File: src/hdl/tfsp_pkg.sv
`default_nettype none

package tfsp_pkg;

    localparam int unsigned BLOCK_W = 32;
    localparam int unsigned HALF_W  = 16;

    localparam int unsigned ROT_A = 2;
    localparam int unsigned ROT_B = 8;
    localparam int unsigned ROT_C = 11;
    localparam int unsigned ROT_D = 1;

    typedef logic [3:0] nibble_t;
    typedef logic [4:0] bit_idx_t;

    localparam nibble_t SBOX4 [16] = '{
        4'd3, 4'd9, 4'd15, 4'd10, 4'd5, 4'd11, 4'd13, 4'd2,
        4'd6, 4'd4, 4'd12, 4'd0, 4'd14, 4'd7, 4'd1, 4'd8
    };

    localparam nibble_t PERM16 [16] = '{
        4'd1, 4'd10, 4'd3, 4'd12, 4'd5, 4'd14, 4'd7, 4'd0,
        4'd9, 4'd2, 4'd11, 4'd4, 4'd13, 4'd6, 4'd15, 4'd8
    };

    localparam bit_idx_t PERM32 [32] = '{
        5'd17, 5'd10, 5'd3, 5'd28, 5'd21, 5'd14, 5'd7, 5'd0,
        5'd25, 5'd18, 5'd11, 5'd4, 5'd29, 5'd22, 5'd15, 5'd8,
        5'd1, 5'd26, 5'd19, 5'd12, 5'd5, 5'd30, 5'd23, 5'd16,
        5'd9, 5'd2, 5'd27, 5'd20, 5'd13, 5'd6, 5'd31, 5'd24
    };

    typedef struct packed {
        logic [HALF_W-1:0]  k16a;
        logic [HALF_W-1:0]  k16b;
        logic [HALF_W-1:0]  k16c;
        logic [BLOCK_W-1:0] k32a;
        logic [BLOCK_W-1:0] k32b;
    } round_keys_t;

    function automatic logic [HALF_W-1:0] rol16(input logic [HALF_W-1:0] v,
                                                input int unsigned n);
        return (v << n) | (v >> (HALF_W - n));
    endfunction

    function automatic logic [HALF_W-1:0] sp16(input logic [HALF_W-1:0] x,
                                               input logic [HALF_W-1:0] k);
        logic [HALF_W-1:0] t;
        logic [HALF_W-1:0] s;
        logic [HALF_W-1:0] y;
        t = x ^ k;
        for (int i = 0; i < HALF_W / 4; i++)
        begin
            s[i*4 +: 4] = SBOX4[t[i*4 +: 4]];
        end
        y = '0;
        for (int i = 0; i < HALF_W; i++)
        begin
            y[PERM16[i]] = s[i];
        end
        return y;
    endfunction

    function automatic logic [BLOCK_W-1:0] sp32(input logic [BLOCK_W-1:0] x,
                                                input logic [BLOCK_W-1:0] k);
        logic [BLOCK_W-1:0] t;
        logic [BLOCK_W-1:0] s;
        logic [BLOCK_W-1:0] y;
        t = x ^ k;
        for (int i = 0; i < BLOCK_W / 4; i++)
        begin
            s[i*4 +: 4] = SBOX4[t[i*4 +: 4]];
        end
        y = '0;
        for (int i = 0; i < BLOCK_W; i++)
        begin
            y[PERM32[i]] = s[i];
        end
        return y;
    endfunction

    function automatic logic [BLOCK_W-1:0] feistel(input logic [BLOCK_W-1:0] x,
                                                   input logic [HALF_W-1:0] k);
        return {x[HALF_W-1:0], x[BLOCK_W-1:HALF_W] ^ sp16(x[HALF_W-1:0], k)};
    endfunction

endpackage

`default_nettype wire

File: src/hdl/tfsp_key_sched.sv
`default_nettype none

module tfsp_key_sched
    import tfsp_pkg::*;
(
    input  wire logic               clk,
    input  wire logic               rst_n,
    input  wire logic               cfg_valid,
    input  wire logic [BLOCK_W-1:0] cfg_data,
    output round_keys_t             keys
);

    logic [BLOCK_W-1:0] key_reg;
    logic [BLOCK_W-1:0] key_next;
    logic [HALF_W-1:0]  hi;
    logic [HALF_W-1:0]  lo;

    assign key_next = cfg_valid ? cfg_data : key_reg;

    always_ff @(posedge clk or negedge rst_n)
    begin
        if (!rst_n)
        begin
            key_reg <= '0;
        end
        else
        begin
            key_reg <= key_next;
        end
    end

    assign hi = key_reg[BLOCK_W-1:HALF_W];
    assign lo = key_reg[HALF_W-1:0];

    always_comb
    begin
        keys.k16a = hi & rol16(lo, ROT_A);
        keys.k16b = rol16(lo, ROT_B);
        keys.k16c = lo;
        keys.k32a = {rol16(lo, ROT_C), rol16(hi, ROT_A)};
        keys.k32b = {rol16(lo, ROT_D), lo};
    end

endmodule

`default_nettype wire

File: src/hdl/tfsp_rounds.sv
`default_nettype none

module tfsp_rounds
    import tfsp_pkg::*;
(
    input  wire logic [BLOCK_W-1:0] din,
    input  wire round_keys_t        keys,
    output logic [BLOCK_W-1:0]      dout
);

    logic [BLOCK_W-1:0] r1;
    logic [BLOCK_W-1:0] r2;
    logic [BLOCK_W-1:0] r3;
    logic [BLOCK_W-1:0] r4;
    logic [BLOCK_W-1:0] r5;

    assign r1   = feistel(din, keys.k16a);
    assign r2   = sp32(r1, keys.k32a);
    assign r3   = feistel(r2, keys.k16b);
    assign r4   = {r3[HALF_W-1:0], r3[BLOCK_W-1:HALF_W]};
    assign r5   = feistel(r4, keys.k16c);
    assign dout = r5 ^ keys.k32b;

endmodule

`default_nettype wire

File: src/hdl/toy_feistel_sp_block_encrypt_core.sv
// Toy Feistel/SP block encrypt core, one 32-bit block per word.
//
// Key channel: cfg_data is written into the key register on a clock edge
// with cfg_valid high; cfg_ready is always high. Write the key only while
// no block is in flight.
// Block channel: a word is taken on an edge with start high and busy low.
// busy stays low, so a new block can be taken on every cycle.
// Result: cipher_block is shown for one cycle with done high, after the
// block has passed the input register and then the result register.
// Throughput is one block per cycle; each block passes through the input
// and result registers around the single-pass round logic.
// The receiver cannot stall: each result must be taken while done is high.
// Reset clears the key to zero and drops all in-flight words.
`default_nettype none

module toy_feistel_sp_block_encrypt_core
    import tfsp_pkg::*;
(
    input  wire logic               clk,
    input  wire logic               rst_n,
    input  wire logic               start,
    output logic                    busy,
    input  wire logic [BLOCK_W-1:0] plain_block,
    output logic                    done,
    output logic [BLOCK_W-1:0]      cipher_block,
    input  wire logic               cfg_valid,
    output logic                    cfg_ready,
    input  wire logic [BLOCK_W-1:0] cfg_data
);

    round_keys_t        keys;
    logic               in_valid_reg;
    logic               in_valid_next;
    logic [BLOCK_W-1:0] in_data_reg;
    logic [BLOCK_W-1:0] in_data_next;
    logic               out_valid_reg;
    logic [BLOCK_W-1:0] out_data_reg;
    logic [BLOCK_W-1:0] out_data_next;

    assign busy      = 1'b0;
    assign cfg_ready = 1'b1;

    tfsp_key_sched u_key_sched (
        .clk       (clk),
        .rst_n     (rst_n),
        .cfg_valid (cfg_valid && cfg_ready),
        .cfg_data  (cfg_data),
        .keys      (keys)
    );

    tfsp_rounds u_rounds (
        .din  (in_data_reg),
        .keys (keys),
        .dout (out_data_next)
    );

    assign in_valid_next = start && !busy;
    assign in_data_next  = in_valid_next ? plain_block : in_data_reg;

    always_ff @(posedge clk or negedge rst_n)
    begin
        if (!rst_n)
        begin
            in_valid_reg  <= 1'b0;
            out_valid_reg <= 1'b0;
        end
        else
        begin
            in_valid_reg  <= in_valid_next;
            out_valid_reg <= in_valid_reg;
        end
    end

    always_ff @(posedge clk)
    begin
        in_data_reg  <= in_data_next;
        out_data_reg <= out_data_next;
    end

    assign done         = out_valid_reg;
    assign cipher_block = out_data_reg;

    a_accept_loads: assert property (@(posedge clk) disable iff (!rst_n)
        (start && !busy) |=> in_valid_reg)
        else $error("accepted word not captured");

    a_result_follows: assert property (@(posedge clk) disable iff (!rst_n)
        in_valid_reg |=> done)
        else $error("captured word produced no result");

    a_no_spurious: assert property (@(posedge clk) disable iff (!rst_n)
        !in_valid_reg |=> !done)
        else $error("result without captured word");

    a_two_cycle: assert property (@(posedge clk) disable iff (!rst_n)
        (start && !busy) |=> ##1 done)
        else $error("latency is not two cycles");

endmodule

`default_nettype wire
File: config.mk
export PLATFORM = sky130hd
export DESIGN_NAME = toy_feistel_sp_block_encrypt_core
export DESIGN_NICKNAME = d
export VERILOG_FILES = /design/src/hdl/tfsp_pkg.sv /design/src/hdl/tfsp_key_sched.sv /design/src/hdl/tfsp_rounds.sv /design/src/hdl/toy_feistel_sp_block_encrypt_core.sv
export SDC_FILE = /design/constraint.sdc
export NUM_CORES = 1
export LEC_CHECK = 0
export ABC_AREA = 1
export ABC_CLOCK_PERIOD_IN_PS = 3710
export BUFFER_PORTS_ARGS = -buffer_cell sky130_fd_sc_hd__buf_2
export CORE_MARGIN = 4
export CORE_UTILIZATION = 44
export CTS_CLUSTER_SIZE = 40
export DETAILED_ROUTE_END_ITERATION = 10
export MAX_ROUTING_LAYER = met4
export PLACE_DENSITY = 0.66
export SYNTH_ARGS = -nofsm -noshare
export SYNTH_HDL_FRONTEND = slang
export SYNTH_SLANG_ARGS = --single-unit
File: constraint.sdc
create_clock -name clk -period 3.71 [get_ports clk]
set_clock_uncertainty 0.05 [all_clocks]
set_input_delay 0.742 -clock clk [delete_from_list [all_inputs] [get_ports clk]]
set_output_delay 0.742 -clock clk [all_outputs]
set_load 0.005 [all_outputs]
Word-level counts from Yosys, hierarchy flattened
Memories as Yosys holds them, arrays and structs flattened. Index checks and enable logic that the tools add are counted.

Register bits: 98. Bits in read-only memories: 1280. Input port bits: 68. Output and inout bits: 35. Logic and storage cells: 119. Memories: 20.

Memories: (no name shown) (depth 16, bits a word 4, rd ports 1, clocked after memory_dff 0, write ports 0, line tfsp_pkg.sv:54) `s[i*4 +: 4] = SBOX4[t[i*4 +: 4]];`; (no name shown) (depth 16, bits a word 4, rd ports 1, clocked after memory_dff 0, write ports 0, line tfsp_pkg.sv:54); (no name shown) (depth 16, bits a word 4, rd ports 1, clocked after memory_dff 0, write ports 0, line tfsp_pkg.sv:54); (no name shown) (depth 16, bits a word 4, rd ports 1, clocked after memory_dff 0, write ports 0, line tfsp_pkg.sv:72) `s[i*4 +: 4] = SBOX4[t[i*4 +: 4]];`; (no name shown) (depth 16, bits a word 4, rd ports 1, clocked after memory_dff 0, write ports 0, line tfsp_pkg.sv:72); (no name shown) (depth 16, bits a word 4, rd ports 1, clocked after memory_dff 0, write ports 0, line tfsp_pkg.sv:72); 14 more memories.

Magnitude comparators: 20. Muxes and demuxes: 40. Bitwise operators: 34.

Operators by type and width (count): 2-to-1 mux 4 bit (40); greater-or-equal comparator 5 bit (second input constant) (20); inverter 4 -> 5 bit (20); XOR 16 bit (6); XOR 32 bit (2); bitwise OR 16 x 2 -> 16 bit (2); AND 16 bit (1); bitwise OR 16 x 1 -> 16 bit (1); bitwise OR 16 x 11 -> 16 bit (1); bitwise OR 16 x 8 -> 16 bit (1).

Longest topological paths before layout
Gate-level depths: netlist of the first run.

Depth in word-level cells: 21. Gate-level depth with buffers: 34. Depth with buffers taken out: 33.

By module
A second synthesis of the first run with hierarchy kept.

Cell total of the unflattened synthesis: 1448. Area, all modules: 9860.7 um^2.

Modules (own cells, without submodules): tfsp_rounds (times used 1, cells each 1146, area an instance 6291.0 um^2, seq. area each 0.0 um^2); tfsp_key_sched (times used 1, cells each 232, area an instance 1895.6 um^2, seq. area each 800.8 um^2); toy_feistel_sp_block_encrypt_core (times used 1, cells each 70, area an instance 1674.1 um^2, seq. area each 1651.6 um^2).

Worst setup path after synthesis of the first run
No wires, ideal clock.

Kind: register -> register. Start point: reg u_key_sched.key_reg[11]. End point: reg out_data_reg[0], in the netlist cipher_block[0]. Library setup time: 0.109 ns. Arrival time: 3.506 ns. Required time: 3.551 ns. Path slack: 0.045 ns. Stages on the path, launching flop included: 30. Buffers on the path: 1. Clock period less this slack: 3.665 ns. Path through: dfrtp_1 buf_2 nand2_1 nand2_1 nand2_1 inv_1 ha_1 o21ai_2 o21ai_0 or2_2 nand2_1 ha_1 inv_1 nand2_2 o21ai_1 nand2_1 nand2_2 nand2_1 nand2_1 inv_1 ha_1 a21oi_1 o21bai_1 nand3_1 nand2_1 nand2_1 nand2_1 nand2_1 nand2_1 inv_1.

Word-level cells in the longest chain between the ends: 21. Elaborated cells between the ends (all ways): 35. Classes of those cells: mux: 12; bitwise: 17; memory: 6.

RTL lines: from (decl) (line tfsp_key_sched.sv:13) `logic [BLOCK_W-1:0] key_reg;`; from (signal assigned) (line tfsp_key_sched.sv:28) `key_reg <= key_next;`; bitwise OR 16 x 2 -> 16 bit (line tfsp_pkg.sv:43) `return (v << n) | (v >> (HALF_W - n));`; AND 16 bit (line tfsp_key_sched.sv:37) `keys.k16a = hi & rol16(lo, ROT_A);`; XOR 16 bit (line tfsp_pkg.sv:51) `t = x ^ k;`; inverter 4 -> 5 bit (not written as such) (line tfsp_pkg.sv:54); memory read (16 x 4 bit); 2-to-1 mux 4 bit (not written as such) (2 in series) (line tfsp_pkg.sv:54); XOR 16 bit (line tfsp_pkg.sv:84) `return {x[HALF_W-1:0], x[BLOCK_W-1:HALF_W] ^ sp16(x[HALF_W-1:0], k)};`; XOR 32 bit * (line tfsp_pkg.sv:69) `t = x ^ k;`; (+4 left out); XOR 16 bit (line tfsp_pkg.sv:51); inverter 4 -> 5 bit (not written as such) (line tfsp_pkg.sv:54); memory read (16 x 4 bit); 2-to-1 mux 4 bit (not written as such) (2 in series) (line tfsp_pkg.sv:54); XOR 16 bit (line tfsp_pkg.sv:84); XOR 16 bit * (line tfsp_pkg.sv:84); XOR 32 bit * (line tfsp_rounds.sv:22) `assign dout = r5 ^ keys.k32b;`; named net out_data_next[0] (line toy_feistel_sp_block_encrypt_core.sv:38) `logic [BLOCK_W-1:0] out_data_next;`; to (signal assigned) (line toy_feistel_sp_block_encrypt_core.sv:77) `out_data_reg <= out_data_next;`; to (decl) (line toy_feistel_sp_block_encrypt_core.sv:37) `logic [BLOCK_W-1:0] out_data_reg;`.

Mark *: on every way through the listed nets, which the timed path passes. The rest lies on a longest branch. The select of a mux whose other input is x is not followed. A chain may end at the register's enable or synchronous reset.

Final worst setup path of the first run
Start point: reg in_data_reg[5]. End point: reg out_data_reg[12], in the netlist cipher_block[12].

Word-level cells in the longest chain between the ends: 19. Elaborated cells between the ends (all ways): 28. Classes of those cells: mux: 10; bitwise: 13; memory: 5.

RTL lines: from (decl) (line toy_feistel_sp_block_encrypt_core.sv:34) `logic [BLOCK_W-1:0] in_data_reg;`; from (signal assigned) (line toy_feistel_sp_block_encrypt_core.sv:76) `in_data_reg <= in_data_next;`; XOR 16 bit * (line tfsp_pkg.sv:51); inverter 4 -> 5 bit (not written as such) * (line tfsp_pkg.sv:54); memory read (16 x 4 bit) *; 2-to-1 mux 4 bit (not written as such) * (2 in series) (line tfsp_pkg.sv:54); XOR 16 bit * (line tfsp_pkg.sv:84); XOR 32 bit * (line tfsp_pkg.sv:69); inverter 4 -> 5 bit (not written as such) (line tfsp_pkg.sv:72); memory read (16 x 4 bit); 2-to-1 mux 4 bit (not written as such) (2 in series) (line tfsp_pkg.sv:72); XOR 16 bit (line tfsp_pkg.sv:51); inverter 4 -> 5 bit (not written as such) (line tfsp_pkg.sv:54); memory read (16 x 4 bit); 2-to-1 mux 4 bit (not written as such) (2 in series) (line tfsp_pkg.sv:54); XOR 16 bit (line tfsp_pkg.sv:84); XOR 16 bit * (line tfsp_pkg.sv:84); XOR 32 bit * (line tfsp_rounds.sv:22); named net out_data_next[12] (line toy_feistel_sp_block_encrypt_core.sv:38).

Marks and branches as above.

==> results of run 1 <==
[path summary, 6_finish.rpt]
kind                                start                      end  slack (ns)  cells past startpoint
setup / recovery           in_data_reg[5]         cipher_block[12]        0.22                     31
setup reg to reg           in_data_reg[5]         cipher_block[12]        0.22                     31
max in group asynchronous           rst_n  u_key_sched.key_reg[10]        2.49                      1
hold reg to reg              in_valid_reg                     done        0.30                      0
hold / removal               in_valid_reg                     done        0.30                      0
min in group asynchronous           rst_n             in_valid_reg        0.47                      1
[report_power, final]
| part | switching [mW] | internal [mW] |
|---|---|---|
| registers | 0.108 | 1.37 |
| logic | 2.85 | 1.76 |
| clock network | 0.485 | 0.556 |
| total | 3.44 | 3.69 |
[what timing repair did]
item / 4_1_cts / 5_1_grt
pin swaps: 0 / 33
setup buffers: 1 / 21
resized for setup: 2 / 81
endpoints found under the setup margin: 2 / 12
[worst max-delay path, delay by kind of cell (launching register included)]
| family | cells | cell delay [ns] |
|---|---|---|
| compound gates | 2 | 0.13 |
| fa+ha+maj | 3 | 0.71 |
| buf+inv | 8 | 0.54 |
| flops | 1 | 0.41 |
| simple gates | 18 | 1.56 |
[stage by stage]
stage | TNS (ns) | hold WS (ns)
3_5_place_dp | -0.0199 | 0.289
3_3_place_gp | 0 | 0.282
6_report | 0 | 0.303
5_1_grt | -0.244 | 0.307
2_1_floorplan | 0 | 0.281
4_1_cts | -0.00101 | 0.307
[layout by cell type (no fill, tap or decap), types with 11 or more instances in the layout]
master / n
nor2_1: 34
inv_1: 137
nand2_1: 348
inv_2: 48
nand2_4: 15
xor2_1: 52
nand3_1: 117
o211ai_1: 17
nand3b_1: 23
buf_2: 100
edfxtp_1: 32
ha_1: 86
xnor2_1: 15
dfxtp_1: 32
o21ai_0: 40
nand2_2: 80
buf_4: 59
nand3_2: 26
o21ai_2: 11
dfrtp_1: 32
o21ai_1: 18
mux2_2: 16
[metal layers]
metal  GRT usage [%]  share of wire (%)  up-vias
met5               -                  0        -
li1                -                  -     4235
met4            7.06                3.0        0
met1            27.0                 45     3746
met3            4.12                5.7       46
met2            34.2                 46      229
[cell type report]
cell class / count / area, um^2
Tap cell: 270 / 338
Sequential cell: 98 / 2450
Multi-Input combinational cell: 945 / 6050
Fill cell: 1945 / 9510
Timing Repair Buffer: 159 / 943
Clock inverter: 6 / 76.3
Clock buffer: 10 / 239
Inverter: 185 / 694
[cells by family after synthesis]
logic type	count (synthesis)
other	2
and+or+nand+nor	659
adders and majority gates	98
buffers and inverters	207
muxes	16
xor gates and xnor gates	70
AOI/OAI and AO/OA	100
DFF	98
==> flow_metrics.py, run 1 <==
metrics = {
    "logic_synthesis": {
        "synth_edf_count": 32,
        "ys_seq_elements": 98,
        "synthSimpleGateAreaFrac_pct": 34.9,
        "syn_area_per_cell_um2": 7.29,
        "syn_nets": 1416,
        "synth_top_family_by_area": "simple AND/OR/NAND/NOR gates",
        "synth_mux_area_share_pct": 1.98,
        "synth-compound-area-share_pct": 6.46,
        "synth_most_common_cell": "nand2_1",
        "synth_top_area_cell": "nand2_1",
        "synth-xor-area-share_pct": 6.97,
        "synth_flop_cell": "dfrtp_1",
        "synth_seq_area_share_pct": 26.9,
        "syn-cell-area_um2": 9120,
        "yosys.area_share.adder_pct": 13.4,
        "synth-async-reset-ratio_pct": 34.7,
        "yosys_warnings": 0,
        "synthTopCellsByArea": "nand2_1 15%, ha_1 13%, edfxtp_1 11%",
        "ys_types": 38,
        "synth_common_cells": "370 x nand2_1, 157 x inv_1, 120 x nand3_1",
        "yosysTopAreaCellShare_pct": 15.2,
        "netlist_instances": 1250,
    },
    "global_routing": {
        "antenna_found_initial": 0,
        "grt_pass1_vias": 7673,
        "overflow": 0,
        "grt_max_degree": 41,
        "grt_usage_pct": 21.2,
        "grt_pass1_wl_mm": 38.5,
    },
    "routing": {
        "firstDrtPassIters": 5,
        "viasPerCell": 4.93,
        "drc": 0,
        "totalWireLength_mm": 24.5,
        "ant_nets": 0,
        "first_iter_violations": 481,
        "wl_per_cell_um": 14.6,
        "dr_total_vias": 8256,
    },
    "floorplan": {
        "core_um2": 20300,
        "chipWidth_um": 152,
        "start_util_pct": 44.9,
        "die_area_um2": 23100,
        "fp.dieH_um": 152,
        "num_io_pins": 103,
        "row_count": 52,
    },
    "placed_design": {
        "routabilityCongestion": 0.924,
        "place_inst": 1635,
        "dp_hpwl_mm": 19.5,
        "port_buffers": 100,
        "place_ws_ns": -0.0188,
        "place_area_um2": 10100,
    },
    "run": {
        "cap_violations": 0,
    },
    "setup_path": {
        "start_kind": "register",
        "worst-path-max-fanout": 4,
        "cp_slowest_stage_delay_ns": 0.41,
        "cpMostUsedCell": "nand2_1",
        "crit_required_ns": 3.92,
        "crit_type": "register to register",
        "crit_path_end_kind": "register",
        "cp.arrival_ns": 3.71,
        "crit_path_top_delay_cell": "edfxtp_1",
    },
    "power_and_ir_drop": {
        "total_power_mw": 7.13,
        "p_leak_nw": 5.73,
        "irDropWorstVdd_mv": 0.293,
        "power.density_nw_per_um2": 661,
    },
    "timing": {
        "finalCritPeriodShare_pct": 94.2,
        "finalHoldViolCount": 0,
        "slew_headroom_pct": 37.2,
        "fmax_ghz": 0.286,
        "finalSetupViolations": 0,
        "fin_crit_ns": 3.49,
        "slew_violations": 0,
        "tightest_slew_ns": 0.943,
        "setup_slack_ns": 0.216,
    },
    "layout": {
        "layout.nets": 1564,
        "drive_gt1_share_pct": 28.9,
        "fin_cells": 1673,
        "syn_to_final_growth_pct": 18.4,
        "antenna_cells": 0,
        "final_util_pct": 53.2,
        "design_area_um2": 10800,
    },
    "clock_network": {
        "clkLatencyLatePin_ns": 0.36,
        "cts_tree": "yes",
        "cts_root_buf": "clkbuf_16",
        "cts_buffers": 9,
        "htree_num_levels": 3,
        "path_clk_slew_ns": 0.08,
        "ctsHoldBuffers": 0,
        "clock_sinks": 98,
        "clk_path_buf_depth": 2,
    },
    "worst_hold_path": {
        "min_path_type": "register to register",
    },
    "outcome": {
        "status": "finished clean",
    },
}
(Power assumes the default switching activity.)
==> run 2: changes to the inputs <==
--- a/config.mk
+++ b/config.mk
@@ -10,6 +10,7 @@
 export BUFFER_PORTS_ARGS = -buffer_cell sky130_fd_sc_hd__buf_2
 export CORE_MARGIN = 4
 export CORE_UTILIZATION = 44
+export CTS_BUF_LIST = sky130_fd_sc_hd__clkbuf_4
 export CTS_CLUSTER_SIZE = 40
 export DETAILED_ROUTE_END_ITERATION = 10
 export MAX_ROUTING_LAYER = met4
==> run 2 against run 1 <==
  * Non-clock buffer count fell by 1
  * Clock power fell by 37%
  * Sequential share of layout area rose by 0.31 points
  * Utilization fell by 0.73 points
  * First-iteration DRC count rose by 1.2%
  * Hold slack got worse by 0.00052 ns
  * Critical endpoint unchanged
  * Wire length fell by 0.16%
  * Worst setup slack got worse by 0.011 ns
  * Register-to-register slack barely moved
==> flow_metrics.py, run 2 (synthesis gave the netlist of run 1 again) <==
metrics = {
    "floorplan": {
        "row_count": 52,
        "start_util_pct": 44.9,
        "die_area_um2": 23100,
        "core_um2": 20300,
        "fp.dieH_um": 152,
        "num_io_pins": 103,
        "chipWidth_um": 152,
    },
    "timing": {
        "finalHoldViolCount": 0,
        "slew_headroom_pct": 36.7,
        "hold_slack_ns": 0.302,
        "fmax_ghz": 0.285,
        "finalCritPeriodShare_pct": 94.5,
        "finalSetupTns_ns": 0,
        "setup_slack_ns": 0.205,
        "tightest_slew_ns": 0.950,
        "slew_violations": 0,
        "finalSetupViolations": 0,
        "fin_crit_ns": 3.50,
    },
    "global_routing": {
        "overflow": 0,
        "grt_pass1_vias": 7639,
        "grt_usage_pct": 21.1,
        "grt_pass1_wl_mm": 38.4,
        "grt_max_degree": 41,
        "antenna_found_initial": 2,
    },
    "routing": {
        "viasPerCell": 4.94,
        "first_iter_violations": 487,
        "drc": 0,
        "dr_total_vias": 8265,
        "ant_nets": 0,
        "firstDrtPassIters": 5,
        "totalWireLength_mm": 24.4,
        "wl_per_cell_um": 14.6,
    },
    "setup_path": {
        "crit_required_ns": 4.08,
        "cp.arrival_ns": 3.88,
        "cp_slowest_stage_delay_ns": 0.44,
        "endpoint": "cipher_block[12]",
        "r2r_start": "in_data_reg[5]",
        "reg2reg_depth": 31,
        "rr_endpoint": "cipher_block[12]",
        "worst-path-max-fanout": 4,
        "worst_setup_path_startpoint": "in_data_reg[5]",
        "crit_path_top_delay_cell": "edfxtp_1",
        "crit_path_end_kind": "register",
        "cpMostUsedCell": "nand2_1",
        "r2r_slack_ns": 0.21,
        "crit_type": "register to register",
        "start_kind": "register",
    },
    "run": {
        "cap_violations": 0,
    },
    "layout": {
        "fin_cells": 1673,
        "design_area_um2": 10600,
        "syn_to_final_growth_pct": 16.7,
        "final_util_pct": 52.4,
        "layout.nets": 1563,
        "final_cell_mix": "349 x nand2_1, 136 x inv_1, 117 x nand3_1",
        "drive_gt1_share_pct": 28.7,
        "final_common_cell": "nand2_1",
        "nFillCells": 1963,
    },
    "placed_design": {
        "place_inst": 1635,
        "dp_hpwl_mm": 19.5,
        "routabilityCongestion": 0.924,
        "place_area_um2": 10100,
        "place_ws_ns": -0.0188,
        "port_buffers": 100,
    },
    "power_and_ir_drop": {
        "total_power_mw": 6.75,
        "irDropWorstVdd_mv": 0.209,
        "power.density_nw_per_um2": 634,
        "p_leak_nw": 5.66,
    },
    "clock_network": {
        "cts_buffers": 9,
        "clkLatencyLatePin_ns": 0.51,
        "clock_sinks": 98,
        "ctsHoldBuffers": 0,
        "cts_tree": "yes",
        "path_clk_slew_ns": 0.17,
        "htree_num_levels": 3,
        "cts_root_buf": "clkbuf_4",
        "clk_path_buf_depth": 2,
    },
    "outcome": {
        "status": "finished clean",
    },
    "worst_hold_path": {
        "min_path_type": "input pin to asynchronous set/reset pin",
    },
}
==> run 2: changes by cell type in the layout (fill, tap and decap cells not counted), sizes merged <==
cell | previous run | this run
clkbuf | 10 | 9
buf | 159 | 158
clkinv | 1 | 2
diode | 0 | 1
==> run 2: per-layer routing <==
metal,up-vias,track usage [%],routed length (um)
li1,4238,-,-
met1,3758,27.3,11100
met2,227,34.4,11400
met3,42,3.36,1330
met4,0,6.04,559
met5,-,-,0
==> run 2: worst min path at each step <==
stage,from,to,slack [ns]
after floorplan,in_valid_reg,done,0.28
after global placement,in_valid_reg,done,0.28
after detailed placement,in_valid_reg,done,0.29
after CTS,rst_n,u_key_sched.key_reg[13],0.30
after global routing,plain_block[22],in_data_reg[22],0.30
final,rst_n,in_valid_reg,0.30
==> run 2: where the power goes <==
| group | internal [mW] | switching (mW) | total (mW) |
|---|---|---|---|
| sequential | 1.37 | 0.107 | 1.48 |
| combinational | 1.76 | 2.85 | 4.62 |
| clock | 0.217 | 0.436 | 0.652 |
==> run 2: area by class of cell <==
class	instances	area, um^2	share of cell area (%)
multi-input cells	945	6070	57.0
flip-flops and latches	98	2450	23.0
repair buffers	158	936	8.79
inverters	185	699	6.57
well taps	270	338	3.17
clock inverters	7	80.1	0.752
clock buffers	9	67.6	0.635
diodes	1	2.50	0.0235
==> run 2: what timing repair did <==
item | in CTS | in global routing
gates resized for setup | 1 | 84
endpoints found under the setup margin | 2 | 12
pin swaps | 0 | 32
setup buffers | 1 | 20
==> run 2: critical path, delay by kind of cell, from the launching register on <==
family / cells / cell delay, ns
and+or+nand+nor: 18 / 1.70
buffers and inverters: 8 / 0.49
AOI/OAI and AO/OA: 2 / 0.12
DFF: 1 / 0.44
adders and majority gates: 3 / 0.60
==> run 3: changes to the inputs <==
--- a/config.mk
+++ b/config.mk
@@ -10,7 +10,7 @@
 export BUFFER_PORTS_ARGS = -buffer_cell sky130_fd_sc_hd__buf_2
 export CORE_MARGIN = 4
 export CORE_UTILIZATION = 44
-export CTS_BUF_LIST = sky130_fd_sc_hd__clkbuf_4
+export CTS_BUF_LIST = sky130_fd_sc_hd__clkbuf_8
 export CTS_CLUSTER_SIZE = 40
 export DETAILED_ROUTE_END_ITERATION = 10
 export MAX_ROUTING_LAYER = met4
==> run 3 against run 2 <==
  * Sequential cell count stayed put
  * Via count is 0.41% lower
  * Sequential power hardly changed
  * Critical endpoint unchanged
  * Largest cell class unchanged
  * Largest power group unchanged
==> flow_metrics.py, run 3 (synthesis gave the netlist of run 1 again) <==
metrics = {
    "run": {
        "cap_violations": 0,
    },
    "setup_path": {
        "cp_top_family": "simple AND/OR/NAND/NOR gates",
        "start_kind": "register",
        "cp.arrival_ns": 3.77,
        "crit_path_end_kind": "register",
        "cpMostUsedCell": "nand2_1",
        "worst-path-max-fanout": 4,
        "crit_type": "register to register",
        "timing.critical_path.buf_inv": 8,
        "crit_required_ns": 3.96,
        "crit_path_top_delay_cell": "edfxtp_1",
        "cp_slowest_stage_delay_ns": 0.42,
    },
    "layout": {
        "design_area_um2": 10700,
        "final_common_cell": "nand2_1",
        "drive_gt1_share_pct": 29.2,
        "nFillCells": 1947,
        "antenna_cells": 0,
        "final_cell_mix": "345 x nand2_1, 137 x inv_1, 116 x nand3_1",
        "final_util_pct": 52.8,
        "layout.nets": 1563,
        "fin_cells": 1672,
        "syn_to_final_growth_pct": 17.6,
    },
    "clock_network": {
        "cts_root_buf": "clkbuf_8",
        "clock_sinks": 98,
        "ctsHoldBuffers": 0,
        "cts_buffers": 9,
        "clk_path_buf_depth": 2,
        "path_clk_slew_ns": 0.11,
        "htree_num_levels": 3,
        "cts_tree": "yes",
        "clkLatencyLatePin_ns": 0.40,
    },
    "placed_design": {
        "routabilityCongestion": 0.924,
        "place_inst": 1635,
        "port_buffers": 100,
        "dp_hpwl_mm": 19.5,
        "place_area_um2": 10100,
    },
    "routing": {
        "dr_total_vias": 8231,
        "first_iter_violations": 522,
        "wl_per_cell_um": 14.7,
        "ant_nets": 0,
        "viasPerCell": 4.92,
        "totalWireLength_mm": 24.5,
        "firstDrtPassIters": 5,
        "drc": 0,
    },
    "global_routing": {
        "overflow": 0,
        "grt_pass1_wl_mm": 38.4,
        "grt_usage_pct": 21.1,
        "grt_max_degree": 41,
        "antenna_found_initial": 0,
        "grt_pass1_vias": 7676,
    },
    "power_and_ir_drop": {
        "p_leak_nw": 5.69,
        "irDropWorstVdd_mv": 0.215,
        "seq_power_share_pct": 21.4,
        "swShare_pct": 49.6,
        "p_clk_share_pct": 11.6,
        "p_comb_share_pct": 67.0,
        "p_int_mw": 3.49,
        "p_sw_mw": 3.42,
        "power.density_nw_per_um2": 644,
    },
    "timing": {
        "finalCritPeriodShare_pct": 94.9,
        "tightest_slew_ns": 0.947,
        "slew_violations": 0,
        "finalSetupViolations": 0,
        "slew_headroom_pct": 36.9,
        "finalHoldViolCount": 0,
        "fin_crit_ns": 3.52,
        "fmax_ghz": 0.284,
    },
    "floorplan": {
        "fp.dieH_um": 152,
        "chipWidth_um": 152,
        "num_io_pins": 103,
        "row_count": 52,
        "start_util_pct": 44.9,
        "die_area_um2": 23100,
        "core_um2": 20300,
    },
    "worst_hold_path": {
        "min_path_type": "register to register",
    },
    "outcome": {
        "status": "finished clean",
    },
}
==> run 3: final timing paths <==
kind                       slack (ns)  depth (start not counted)      startpoint                      end
max in group asynchronous        2.54                          1           rst_n  u_key_sched.key_reg[20]
hold reg to reg                  0.31                          0    in_valid_reg                     done
min in group asynchronous        0.43                          1           rst_n             in_valid_reg
hold / removal                   0.31                          0    in_valid_reg                     done
setup reg to reg                 0.19                         31  in_data_reg[5]         cipher_block[12]
setup / recovery                 0.19                         31  in_data_reg[5]         cipher_block[12]
==> run 3: final cells by class <==
type | instances | area [um^2] | share of cell area, %
clock buffers | 10 | 138 | 1.28
well taps | 270 | 338 | 3.15
repair buffers | 158 | 940 | 8.77
inverters | 185 | 697 | 6.50
clock inverters | 6 | 76.3 | 0.712
flip-flops and latches | 98 | 2450 | 22.9
multi-input cells | 945 | 6080 | 56.7
==> run 3: layer usage <==
metal	up-vias	track usage, %	share of wire, %
met4	0	6.25	2.6
met1	3735	27.0	45
met5	-	-	0
li1	4234	-	-
met2	219	34.4	46
met3	43	3.98	6.3
==> run 3: per-stage QoR <==
step	TNS [ns]	total power [mW]	worst slack (ns)	hold slack, ns
4_1_cts	0	6.56	0.00433	0.315
6_report	0	6.91	0.189	0.311
3_5_place_dp	-0.0199	5.75	-0.0188	0.289
5_1_grt	-0.242	7.65	-0.0962	0.317
2_1_floorplan	0	4.66	0.0454	0.281
3_3_place_gp	0	5.68	0.0873	0.282
==> run 3: power by group through the flow <==
stage	clock, mW	sequential (mW)	combinational (mW)
after floorplan	0	1.50	3.15
after global placement	0	1.51	4.17
after detailed placement	0	1.51	4.24
after CTS	0.817	1.49	4.26
after global routing	0.856	1.51	5.28
final	0.800	1.48	4.63
==> run 3: timing repair <==
action | 4_1_cts | 5_1_grt
resized for setup | 1 | 90
setup buffers | 1 | 20
pin swaps | 0 | 33
endpoints found under the setup margin | 2 | 12
